`src/hdl/dris_pkg.sv`:
```
// ----------------------------------------------------------------------------
// dris_pkg: shared types and constants for the date record insertion sorter
// Key layout, default store depth and the link passed between sorter cells.
// ----------------------------------------------------------------------------
package dris_pkg;

   // field widths of one date record
   localparam int DAY_W   = 5;
   localparam int MONTH_W = 4;
   localparam int YEAR_W  = 12;
   localparam int KEY_W   = DAY_W + MONTH_W + YEAR_W;

   // default number of cells in the chain
   localparam int CAPACITY_DEFAULT = 16;

   // sort key: year, then month, then day
   typedef logic [KEY_W-1:0] key_type;

   // data handed from one cell to its upper neighbor during an insert
   typedef struct packed {
      key_type key;   // stored key
      logic    gt;    // cell is empty or holds a key greater than the new one
   } link_type;

endpackage

```
`src/hdl/dris_cell.sv`:
```
// ----------------------------------------------------------------------------
// dris_cell: one slot of the insertion chain
// Holds one key; on insert it keeps, takes the new key or takes its lower
// neighbor's key; on flush it takes its upper neighbor's key.
// ----------------------------------------------------------------------------
module dris_cell (
   input  logic               clock,
   input  logic               ins,        // insert the broadcast key this cycle
   input  logic               shl,        // flush: move chain toward cell 0
   input  logic               occ,        // this slot holds a record
   input  dris_pkg::key_type  ins_key,    // broadcast key being inserted
   input  dris_pkg::link_type prev_link,  // from the cell below
   input  dris_pkg::key_type  next_key,   // from the cell above, used on flush
   output dris_pkg::link_type link        // to the cell above
);

   dris_pkg::key_type key_ff;
   dris_pkg::key_type key_in;
   logic              gt;

   // empty slots count as greater, ties stay put for stability
   assign gt = !occ || (key_ff > ins_key);

   assign link.key = key_ff;
   assign link.gt  = gt;

   // next key
   always_comb begin
      key_in = key_ff;
      if (shl) begin
         key_in = next_key;
      end else if (ins) begin
         if (prev_link.gt) begin
            key_in = prev_link.key;
         end else if (gt) begin
            key_in = ins_key;
         end
      end
   end

   // payload register, no reset needed
   always_ff @(posedge clock) begin
      key_ff <= key_in;
   end

endmodule

```
`src/hdl/date_record_insertion_sorter_unit.sv`:
```
// ----------------------------------------------------------------------------
// date_record_insertion_sorter_unit: stable insertion sorter for date records
// Insert: a record is placed in the chain in the cycle after it is accepted.
// Throughput: one record per cycle when not busy; a last record starts a
// flush of the N stored records, one result per cycle, the first result
// registered after the flush register is set. busy is high during the flush.
// Reset: synchronous, clears the record count, overflow, flush and strobe.
// ----------------------------------------------------------------------------
module date_record_insertion_sorter_unit #(
   parameter int CAPACITY = dris_pkg::CAPACITY_DEFAULT
) (
   input  logic                         clock,
   input  logic                         reset,
   input  logic                         start,
   output logic                         busy,
   input  logic [dris_pkg::DAY_W-1:0]   req_day,
   input  logic [dris_pkg::MONTH_W-1:0] req_month,
   input  logic [dris_pkg::YEAR_W-1:0]  req_year,
   input  logic                         req_last_item,
   output logic                         rsp_strobe,
   output logic [dris_pkg::DAY_W-1:0]   rsp_out_day,
   output logic [dris_pkg::MONTH_W-1:0] rsp_out_month,
   output logic [dris_pkg::YEAR_W-1:0]  rsp_out_year,
   output logic                         rsp_out_last,
   output logic                         rsp_overflow
);

   localparam int CNT_W = $clog2(CAPACITY + 1);
   localparam int MW    = dris_pkg::DAY_W;
   localparam int YL    = dris_pkg::DAY_W + dris_pkg::MONTH_W;

   logic [CNT_W-1:0]   count_ff, count_in;
   logic               flush_ff, flush_in;
   logic               ovf_ff, ovf_in;
   logic               strobe_ff, strobe_in;
   logic               last_ff, last_in;
   logic               rovf_ff, rovf_in;
   dris_pkg::key_type  rkey_ff, rkey_in;

   logic               accept;
   logic               full;
   logic               ins;
   dris_pkg::key_type  new_key;
   dris_pkg::link_type links [CAPACITY];

   assign accept  = start && !busy;
   assign full    = (count_ff == CNT_W'(CAPACITY));
   assign ins     = accept && !full;
   assign new_key = {req_year, req_month, req_day};
   assign busy    = flush_ff;

   // chain of cells
   for (genvar i = 0; i < CAPACITY; i++) begin : g_cell
      dris_pkg::link_type prev_link;
      dris_pkg::key_type  next_key;
      if (i == 0) begin : g_first
         assign prev_link = '{key: '0, gt: 1'b0};
      end else begin : g_mid
         assign prev_link = links[i-1];
      end
      if (i == CAPACITY - 1) begin : g_top
         assign next_key = links[i].key;
      end else begin : g_below
         assign next_key = links[i+1].key;
      end
      dris_cell u_cell (
         .clock     (clock),
         .ins       (ins),
         .shl       (flush_ff),
         .occ       (CNT_W'(i) < count_ff),
         .ins_key   (new_key),
         .prev_link (prev_link),
         .next_key  (next_key),
         .link      (links[i])
      );
   end

   // control: insert, flush sequencing, result register
   always_comb begin
      count_in  = count_ff;
      flush_in  = flush_ff;
      ovf_in    = ovf_ff;
      strobe_in = 1'b0;
      last_in   = last_ff;
      rovf_in   = rovf_ff;
      rkey_in   = rkey_ff;
      if (flush_ff) begin
         strobe_in = 1'b1;
         rkey_in   = links[0].key;
         last_in   = (count_ff == CNT_W'(1));
         rovf_in   = ovf_ff;
         count_in  = count_ff - CNT_W'(1);
         if (count_ff == CNT_W'(1)) begin
            flush_in = 1'b0;
            ovf_in   = 1'b0;
         end
      end else if (accept) begin
         if (full) begin
            ovf_in = 1'b1;
         end else begin
            count_in = count_ff + CNT_W'(1);
         end
         if (req_last_item) begin
            flush_in = 1'b1;
         end
      end
   end

   // control registers
   always_ff @(posedge clock) begin
      if (reset) begin
         count_ff  <= '0;
         flush_ff  <= 1'b0;
         ovf_ff    <= 1'b0;
         strobe_ff <= 1'b0;
      end else begin
         count_ff  <= count_in;
         flush_ff  <= flush_in;
         ovf_ff    <= ovf_in;
         strobe_ff <= strobe_in;
      end
   end

   // result payload
   always_ff @(posedge clock) begin
      last_ff <= last_in;
      rovf_ff <= rovf_in;
      rkey_ff <= rkey_in;
   end

   assign rsp_strobe    = strobe_ff;
   assign rsp_out_day   = rkey_ff[MW-1:0];
   assign rsp_out_month = rkey_ff[YL-1:MW];
   assign rsp_out_year  = rkey_ff[dris_pkg::KEY_W-1:YL];
   assign rsp_out_last  = last_ff;
   assign rsp_overflow  = rovf_ff;

endmodule
```
`config.mk`:
```
export PLATFORM = sky130hd
export DESIGN_NAME = date_record_insertion_sorter_unit
export DESIGN_NICKNAME = d
export VERILOG_FILES = /design/src/hdl/dris_pkg.sv /design/src/hdl/dris_cell.sv /design/src/hdl/date_record_insertion_sorter_unit.sv
export SDC_FILE = /design/constraint.sdc
export NUM_CORES = 1
export LEC_CHECK = 0
export ABC_CLOCK_PERIOD_IN_PS = 6620
export BUFFER_PORTS_ARGS = -buffer_cell sky130_fd_sc_hd__buf_2
export CAP_MARGIN = 20
export CORE_UTILIZATION = 59
export CTS_CLUSTER_SIZE = 14
export DETAILED_ROUTE_END_ITERATION = 8
export PLACE_DENSITY = 0.86
export SETUP_SLACK_MARGIN = 0.15
export SYNTH_ARGS = -nofsm -noshare
export SYNTH_HDL_FRONTEND = slang
export SYNTH_SLANG_ARGS = --single-unit
```
`constraint.sdc`:
```
create_clock -name clock -period 6.62 [get_ports clock]
set_input_delay 0.993 -clock clock [delete_from_list [all_inputs] [get_ports clock]]
set_output_delay 0.993 -clock clock [all_outputs]
set_load 0.02 [all_outputs]
```
# [After elaboration in Yosys (flattened, before gate mapping)]
# Index checks and enable logic that the tools add are counted.
[op_classes] add_sub_neg=2 bitwise=1 n_lt_le_gt_ge=32 muxes=73 reduce_logical=73 n_eq_ne=4
[op_table] op="two-way mux 21 bit" count=61
[op_table] op="greater-than comparator 21 bit" count=16
[op_table] op="nonzero test 3 bit" count=14
[op_table] op="< comparator 4 x 5 -> 1 bit, first input constant" count=8
[op_table] op="AND reduction 2 bit" count=16
[op_table] op="< comparator 3 x 5 -> 1 bit, first input constant" count=4
[op_table] op="logical NOT 1 bit" count=18
[op_table] op="logical OR 1 bit" count=16
[op_table] op="two-way mux 5 bit" count=3
[op_table] op="< comparator 1 x 5 -> 1 bit, first input constant" count=2
[op_table] op="< comparator 2 x 5 -> 1 bit, first input constant" count=2
[op_table] op="nonzero test 2 bit" count=5
[op_table] op="two-way mux 1 bit" count=9
[op_table] op="AND reduction 3 bit" count=2
[op_table] op="adder 5 x 1 -> 5 bit, second input constant" count=1
[op_table] op="equality test 5 x 1 -> 1 bit, second input constant" count=1
[op_table] op="equality test 5 bit, second input constant" count=1
[op_table] op="subtractor 5 x 1 -> 5 bit, second input constant" count=1
[op_table] op="logical AND 1 bit" count=2
[op_table] op="!= test 2 x 1 -> 1 bit, second input constant" count=1
[op_table] op="!= test 2 bit, second input constant" count=1
[op_table] op="NOT 1 bit" count=1
[word_totals] wordCells=208 regBits=367 in_bits=25 out_inout_bits=25

# [Longest topological paths before layout]
[logic_depth] depth_word=7 ltp_mapped=11 depth_no_buf=9

# [Hierarchy]
# Synthesis repeated with hierarchy kept, for this count alone.
[hier_totals] cells_unflattened=2852 area_unflattened_um2=27134.8
[modules_own_cells] module="dris_cell" seq_area_each_um2=630.6 area_each_um2=1616.6 cells_per_inst=172 instances=16
[modules_own_cells] module="date_record_insertion_sorter_unit" seq_area_each_um2=850.8 area_each_um2=1270.0 cells_per_inst=100 instances=1

# [Worst setup path before layout]
# Ideal clock, no wire load.
[synth_path] kind="input port to flip-flop" start="input port req_year[7] (netlist name)" end="register g_cell[0].u_cell.key_ff[0], enable pin" required_ps=6192 slack_ps=1804 stages=10 t_arrival_ps=4388 path_cell_list="clkbuf_1 > inv_1 > ha_1 > and4_1 > and4b_1 > mux2i_1 > a21oi_1 > nor2_1 > clkbuf_1 > o21ai_0"
[synth_via] elab_chain_cells=4
[synth_lines] element="start: declaration" line_no="date_record_insertion_sorter_unit.sv:18" rtl="input logic [dris_pkg::YEAR_W-1:0] req_year,"
[synth_lines] element="greater-than comparator 21 bit" line_no="dris_cell.sv:22" rtl="assign gt = !occ || (key_ff > ins_key);"
[synth_lines] element="logical OR 1 bit" line_no="dris_cell.sv:22"
[synth_lines] element="nonzero test 2 bit (no source line)"
[synth_lines] element="AND reduction 2 bit (no source line)"
[synth_lines] element="end signal: assignment" line_no="dris_cell.sv:43" rtl="key_ff <= key_in;"
[synth_lines] element="end: declaration" line_no="dris_cell.sv:17" rtl="dris_pkg::key_type key_ff;"
# No other way between the ends.
# A chain may end at the register's enable or synchronous reset.

# [Worst setup path in the final report]
[layout_path] start="input port req_year[11] (netlist name)" end="register g_cell[3].u_cell.key_ff[11], enable pin"
[layout_via] elab_chain_cells=4 word_cells_on_any_way=6 cone_classes="2 x order compare; 4 x reduce/logical"
[layout_lines] element="greater-than comparator 21 bit" line_no="dris_cell.sv:22"
[layout_lines] element="logical OR 1 bit" line_no="dris_cell.sv:22"
[layout_lines] element="nonzero test 3 bit (no source line) (*)"
[layout_lines] element="AND reduction 2 bit (no source line) (*)"
[layout_lines] element="end signal: assignment" line_no="dris_cell.sv:43"
[layout_lines] element="end: declaration" line_no="dris_cell.sv:17"
# Every way passes the cells marked *; elsewhere a longest branch is shown, timed or not.

==> results_tabular.tex <==
\begin{tabular}{lr}
\hline
Metric & Value \\
\hline
\multicolumn{2}{l}{\textbf{Outcome}} \\
Run status & finished clean \\
\multicolumn{2}{l}{\textbf{Worst setup path}} \\
CP Class & in -> reg \\
Endpoint class of the critical path & register \\
Largest fanout of any net on the critical path & 23 \\
Element type at the critical path start & primary input \\
Crit path max-delay cell type & sky130\_fd\_sc\_hd\_\_a2111oi\_0 \\
Top cell by count, worst path & sky130\_fd\_sc\_hd\_\_a21oi\_1 \\
Series of cell instances along the critical path & buf\_2, inv\_1, ha\_1, a21oi\_1, o21ai\_0, a2111oi\_0, a21oi\_1, nor2\_1, buf\_4, a21o\_1, nand2\_1 \\
Max incr delay on CP & 0.80 ns \\
Worst EP required & 6.67 ns \\
Critical Path AT & 4.97 ns \\
Register-to-register setup slack & 2.72 ns \\
\multicolumn{2}{l}{\textbf{Synthesis}} \\
Top cell type's share of synthesized area & 0.4234 \\
Number of warnings reported in the yosys synthesis log & 0 \\
Number of nets in the synthesized netlist & 2865 \\
Count of state elements after synthesis & 367 \\
Async S/R FF share, synth & 0 \\
Average footprint of a synthesized cell & 10.19 µm² \\
Most used flip-flop cell after synthesis & sky130\_fd\_sc\_hd\_\_edfxtp\_1 \\
Cells taking the most area after synthesis & sky130\_fd\_sc\_hd\_\_edfxtp\_1 (42\%), sky130\_fd\_sc\_hd\_\_ha\_1 (17\%), sky130\_fd\_sc\_hd\_\_mux2i\_1 (10\%) \\
Synthesized netlist cell count & 2500 \\
Cell type with the largest total area after synthesis & sky130\_fd\_sc\_hd\_\_edfxtp\_1 \\
Number of enable flip-flop cells after synthesis & 359 \\
Post-synth design cell area & 0.02546 mm² \\
Sequential share of the synthesized area & 0.4297 \\
Netlist cell types & 62 \\
\multicolumn{2}{l}{\textbf{Drt}} \\
Vias after detailed routing & 20420 \\
Routed Wire Length & 71310 µm \\
WL/cell & 23.26 µm \\
Violation count after the first detailed-routing iteration & 2419 \\
DRC & 0 \\
Antenna-violating nets left & 0 \\
Number of detailed-routing iterations run before antenna repair & 8 \\
Vias/cell & 6.660 \\
\multicolumn{2}{l}{\textbf{Finish}} \\
Most common library cell in the layout ignoring fill and taps & sky130\_fd\_sc\_hd\_\_nand2\_1 \\
Multi-input gate area in the final layout & 0.01384 mm² \\
Share of final-layout standard cells stronger than drive strength 1 & 0.07494 \\
Most frequent cells in the layout & sky130\_fd\_sc\_hd\_\_nand2\_1 (417), sky130\_fd\_sc\_hd\_\_edfxtp\_1 (359), sky130\_fd\_sc\_hd\_\_ha\_1 (340), sky130\_fd\_sc\_hd\_\_o21ai\_0 (284), sky130\_fd\_sc\_hd\_\_mux2i\_1 (254) \\
Layout overhead on the synthesized area & 7.956\% \\
Seq. cell area & 0.01094 mm² \\
Post-Layout Cell Count & 3066 \\
Net count of the finished layout & 2859 \\
Filler Cells Inserted & 3117 \\
\multicolumn{2}{l}{\textbf{Timing}} \\
Min Tclk post-route & 4.929 ns \\
Final Max Slew Viols & 0 \\
Slew of the pin with the lowest slew margin & 1.032 ns \\
Maximum operating frequency & 202.9 MHz \\
Fin Setup TNS & 0 ns \\
Final Hold Violating Endpoints & 0 \\
Slew headroom & 0.3117 \\
Final setup violation count & 0 \\
Final cycle utilization of the critical path & 0.7446 \\
Setup Skew & 0.03114 ns \\
RSZ-0062 raised after global routing & no \\
Worst Hold Slack & 0.4350 ns \\
\multicolumn{2}{l}{\textbf{Placement}} \\
Cells after DPL & 2985 \\
Routability congestion estimate from global placement & 0.9929 \\
Number of buffers inserted by port buffering & 49 \\
Hpwl dp & 51730 µm \\
\multicolumn{2}{l}{\textbf{Power and ir drop}} \\
Clock network fraction of design power & 0.222 \\
Combinational share of power & 0.347 \\
Static leakage power & 10.45 nW \\
Internal Pwr Total & 6.174 mW \\
Net switching share of the total power & 0.3737 \\
Net Sw Power & 3.685 mW \\
Peak ir drop on the vdd network & 0.2421 mV \\
Power Dens Cells & 358.6 mW/mm² \\
Sequential group share of total power & 0.431 \\
\multicolumn{2}{l}{\textbf{Clock tree}} \\
Number of gates given a new drive strength after cts & 0 \\
Setup repair bufs after CTS & 0 \\
Total clock buffers created by CTS & 41 \\
Clock-pin slew on the worst setup and hold paths & 0.06 ns \\
Post-cts hold buffer count & 0 \\
Insertion delay to the later sink of the worst-skew pair & 0.56 ns \\
CTS H-tree depth & 2 \\
Clock Sink Count & 367 \\
Clock tree from TritonCTS & done \\
Root buffer cell & sky130\_fd\_sc\_hd\_\_clkbuf\_16 \\
Number of buffers on the longest clock path & 3 \\
\multicolumn{2}{l}{\textbf{Global routing}} \\
Total grt overflow & 0 \\
Initial antenna violation count & 4 \\
Number of global-route vias before repair & 20250 \\
Pin count of the biggest net entering global routing & 123 \\
First-pass GRT wire length & 111100 µm \\
GRT Total Usage & 0.3226 \\
Grt met2 use & 0.5285 \\
Met3 demand-to-capacity share in global routing & 0.04100 \\
Met1 layer usage reported by global route & 0.4143 \\
GRT busiest layer & met2 \\
\multicolumn{2}{l}{\textbf{Floorplan}} \\
Initial core utilization & 0.6030 \\
Overall die width & 209.7 µm \\
Core area & 0.04223 mm² \\
Number of standard-cell rows in the floorplan & 75 \\
Vertical die dimension & 209.7 µm \\
Number of primary I/O pins & 50 \\
Die footprint & 0.04399 mm² \\
\multicolumn{2}{l}{\textbf{Flow run}} \\
Max-Cap Viols & 0 \\
\multicolumn{2}{l}{\textbf{Worst hold path}} \\
Worst Hold Class & reg -> reg \\
\hline
\end{tabular}
[synth_stat cells, types with 10 or more instances]
library cell	count
sky130_fd_sc_hd__and4_1	13
sky130_fd_sc_hd__nor2_1	77
sky130_fd_sc_hd__mux2_2	21
sky130_fd_sc_hd__ha_1	340
sky130_fd_sc_hd__o21ai_1	47
sky130_fd_sc_hd__a221oi_1	11
sky130_fd_sc_hd__buf_2	17
sky130_fd_sc_hd__mux2i_1	254
sky130_fd_sc_hd__edfxtp_1	359
sky130_fd_sc_hd__nand3_1	38
sky130_fd_sc_hd__nand2b_1	11
sky130_fd_sc_hd__nand4_1	46
sky130_fd_sc_hd__nor3_1	15
sky130_fd_sc_hd__a211oi_1	18
sky130_fd_sc_hd__nor2b_1	13
sky130_fd_sc_hd__nand2_1	417
sky130_fd_sc_hd__clkbuf_1	99
sky130_fd_sc_hd__a21oi_1	209
sky130_fd_sc_hd__a21o_1	21
sky130_fd_sc_hd__o21ai_0	287
sky130_fd_sc_hd__inv_1	46
sky130_fd_sc_hd__or2_2	10
[power by group through the flow]
stage               clock [mW]  sequential (mW)  combinational (mW)
finish                    2.19             4.25                3.42
floorplan                    0             3.96                2.42
global route              2.27             4.30                3.80
global placement             0             4.22                3.07
CTS                       2.20             4.21                3.32
detailed placement           0             4.24                3.28
[worst max-delay path: cells and delay by family]
| family | cells | cell delay, ns |
|---|---|---|
| AO/OA/AOI/OAI | 5 | 1.58 |
| adder cells (fa/ha/maj) | 1 | 0.48 |
| AND/OR/NAND/NOR | 2 | 0.72 |
| buffers and inverters | 3 | 1.14 |
[logic make-up (layout without fill, tap and decap cells)]
logic type | Yosys count | count (layout) | share of synthesized area
other | 0 | 5 | 0
flip-flops | 367 | 367 | 0.4297
XOR/XNOR | 4 | 4 | 0.001376
multiplexers | 275 | 275 | 0.1091
AND/OR/NAND/NOR | 679 | 679 | 0.1181
buffers and inverters | 179 | 201 | 0.02988
AO/OA/AOI/OAI | 656 | 656 | 0.1448
adder cells (fa/ha/maj) | 340 | 340 | 0.1671
[through the flow]
| stage | cell area, µm² | util | total power, mW | setup slack [ns] |
|---|---|---|---|---|
| after global placement | 26090 | 0.6179 | 7.289 | 1.467 |
| after global routing | 27490 | 0.6510 | 10.37 | 1.595 |
| after detailed placement | 26120 | 0.6185 | 7.528 | 1.298 |
| after CTS | 27360 | 0.6480 | 9.728 | 1.869 |
| final | 27490 | 0.6510 | 9.859 | 1.691 |
| after floorplan | 25460 | - | 6.377 | 1.804 |
[final cells by class]
type	count	share of cell area
Clock buffer	51	0.04024
Timing Repair Buffer	84	0.02194
Antenna cell	5	0.0004552
Multi-Input combinational cell	1954	0.5034
Tap cell	539	0.02453
Clock inverter	20	0.005052
Inverter	46	0.006281
Sequential cell	367	0.3981
[flip-flops by register name (all words and copies together) (netlist names)]
register              flops
busy                      1
count_ff                  5
g_cell.u_cell.key_ff    336
ovf_ff                    1
rkey_ff                  21
rsp_out_last              1
rsp_overflow              1
rsp_strobe                1
[metal layers]
| layer | wire length, µm | up-vias |
|---|---|---|
| met1 | 27790 | 9631 |
| met4 | 3869 | 0 |
| met3 | 6194 | 232 |
| li1 | - | 9347 |
| met2 | 33460 | 1209 |
| met5 | 0 | - |
[final timing paths]
kind / start / endpoint / cells after the start
worst min register to register: ovf_ff / rsp_overflow / 0
worst min-delay path: ovf_ff / rsp_overflow / 0
worst max-delay path: req_year[11] / g_cell[3].u_cell.key_ff[11] / 11
worst max register to register: g_cell[2].u_cell.key_ff[20] / g_cell[3].u_cell.key_ff[11] / 9
Power figures use the tool's default switching activity.
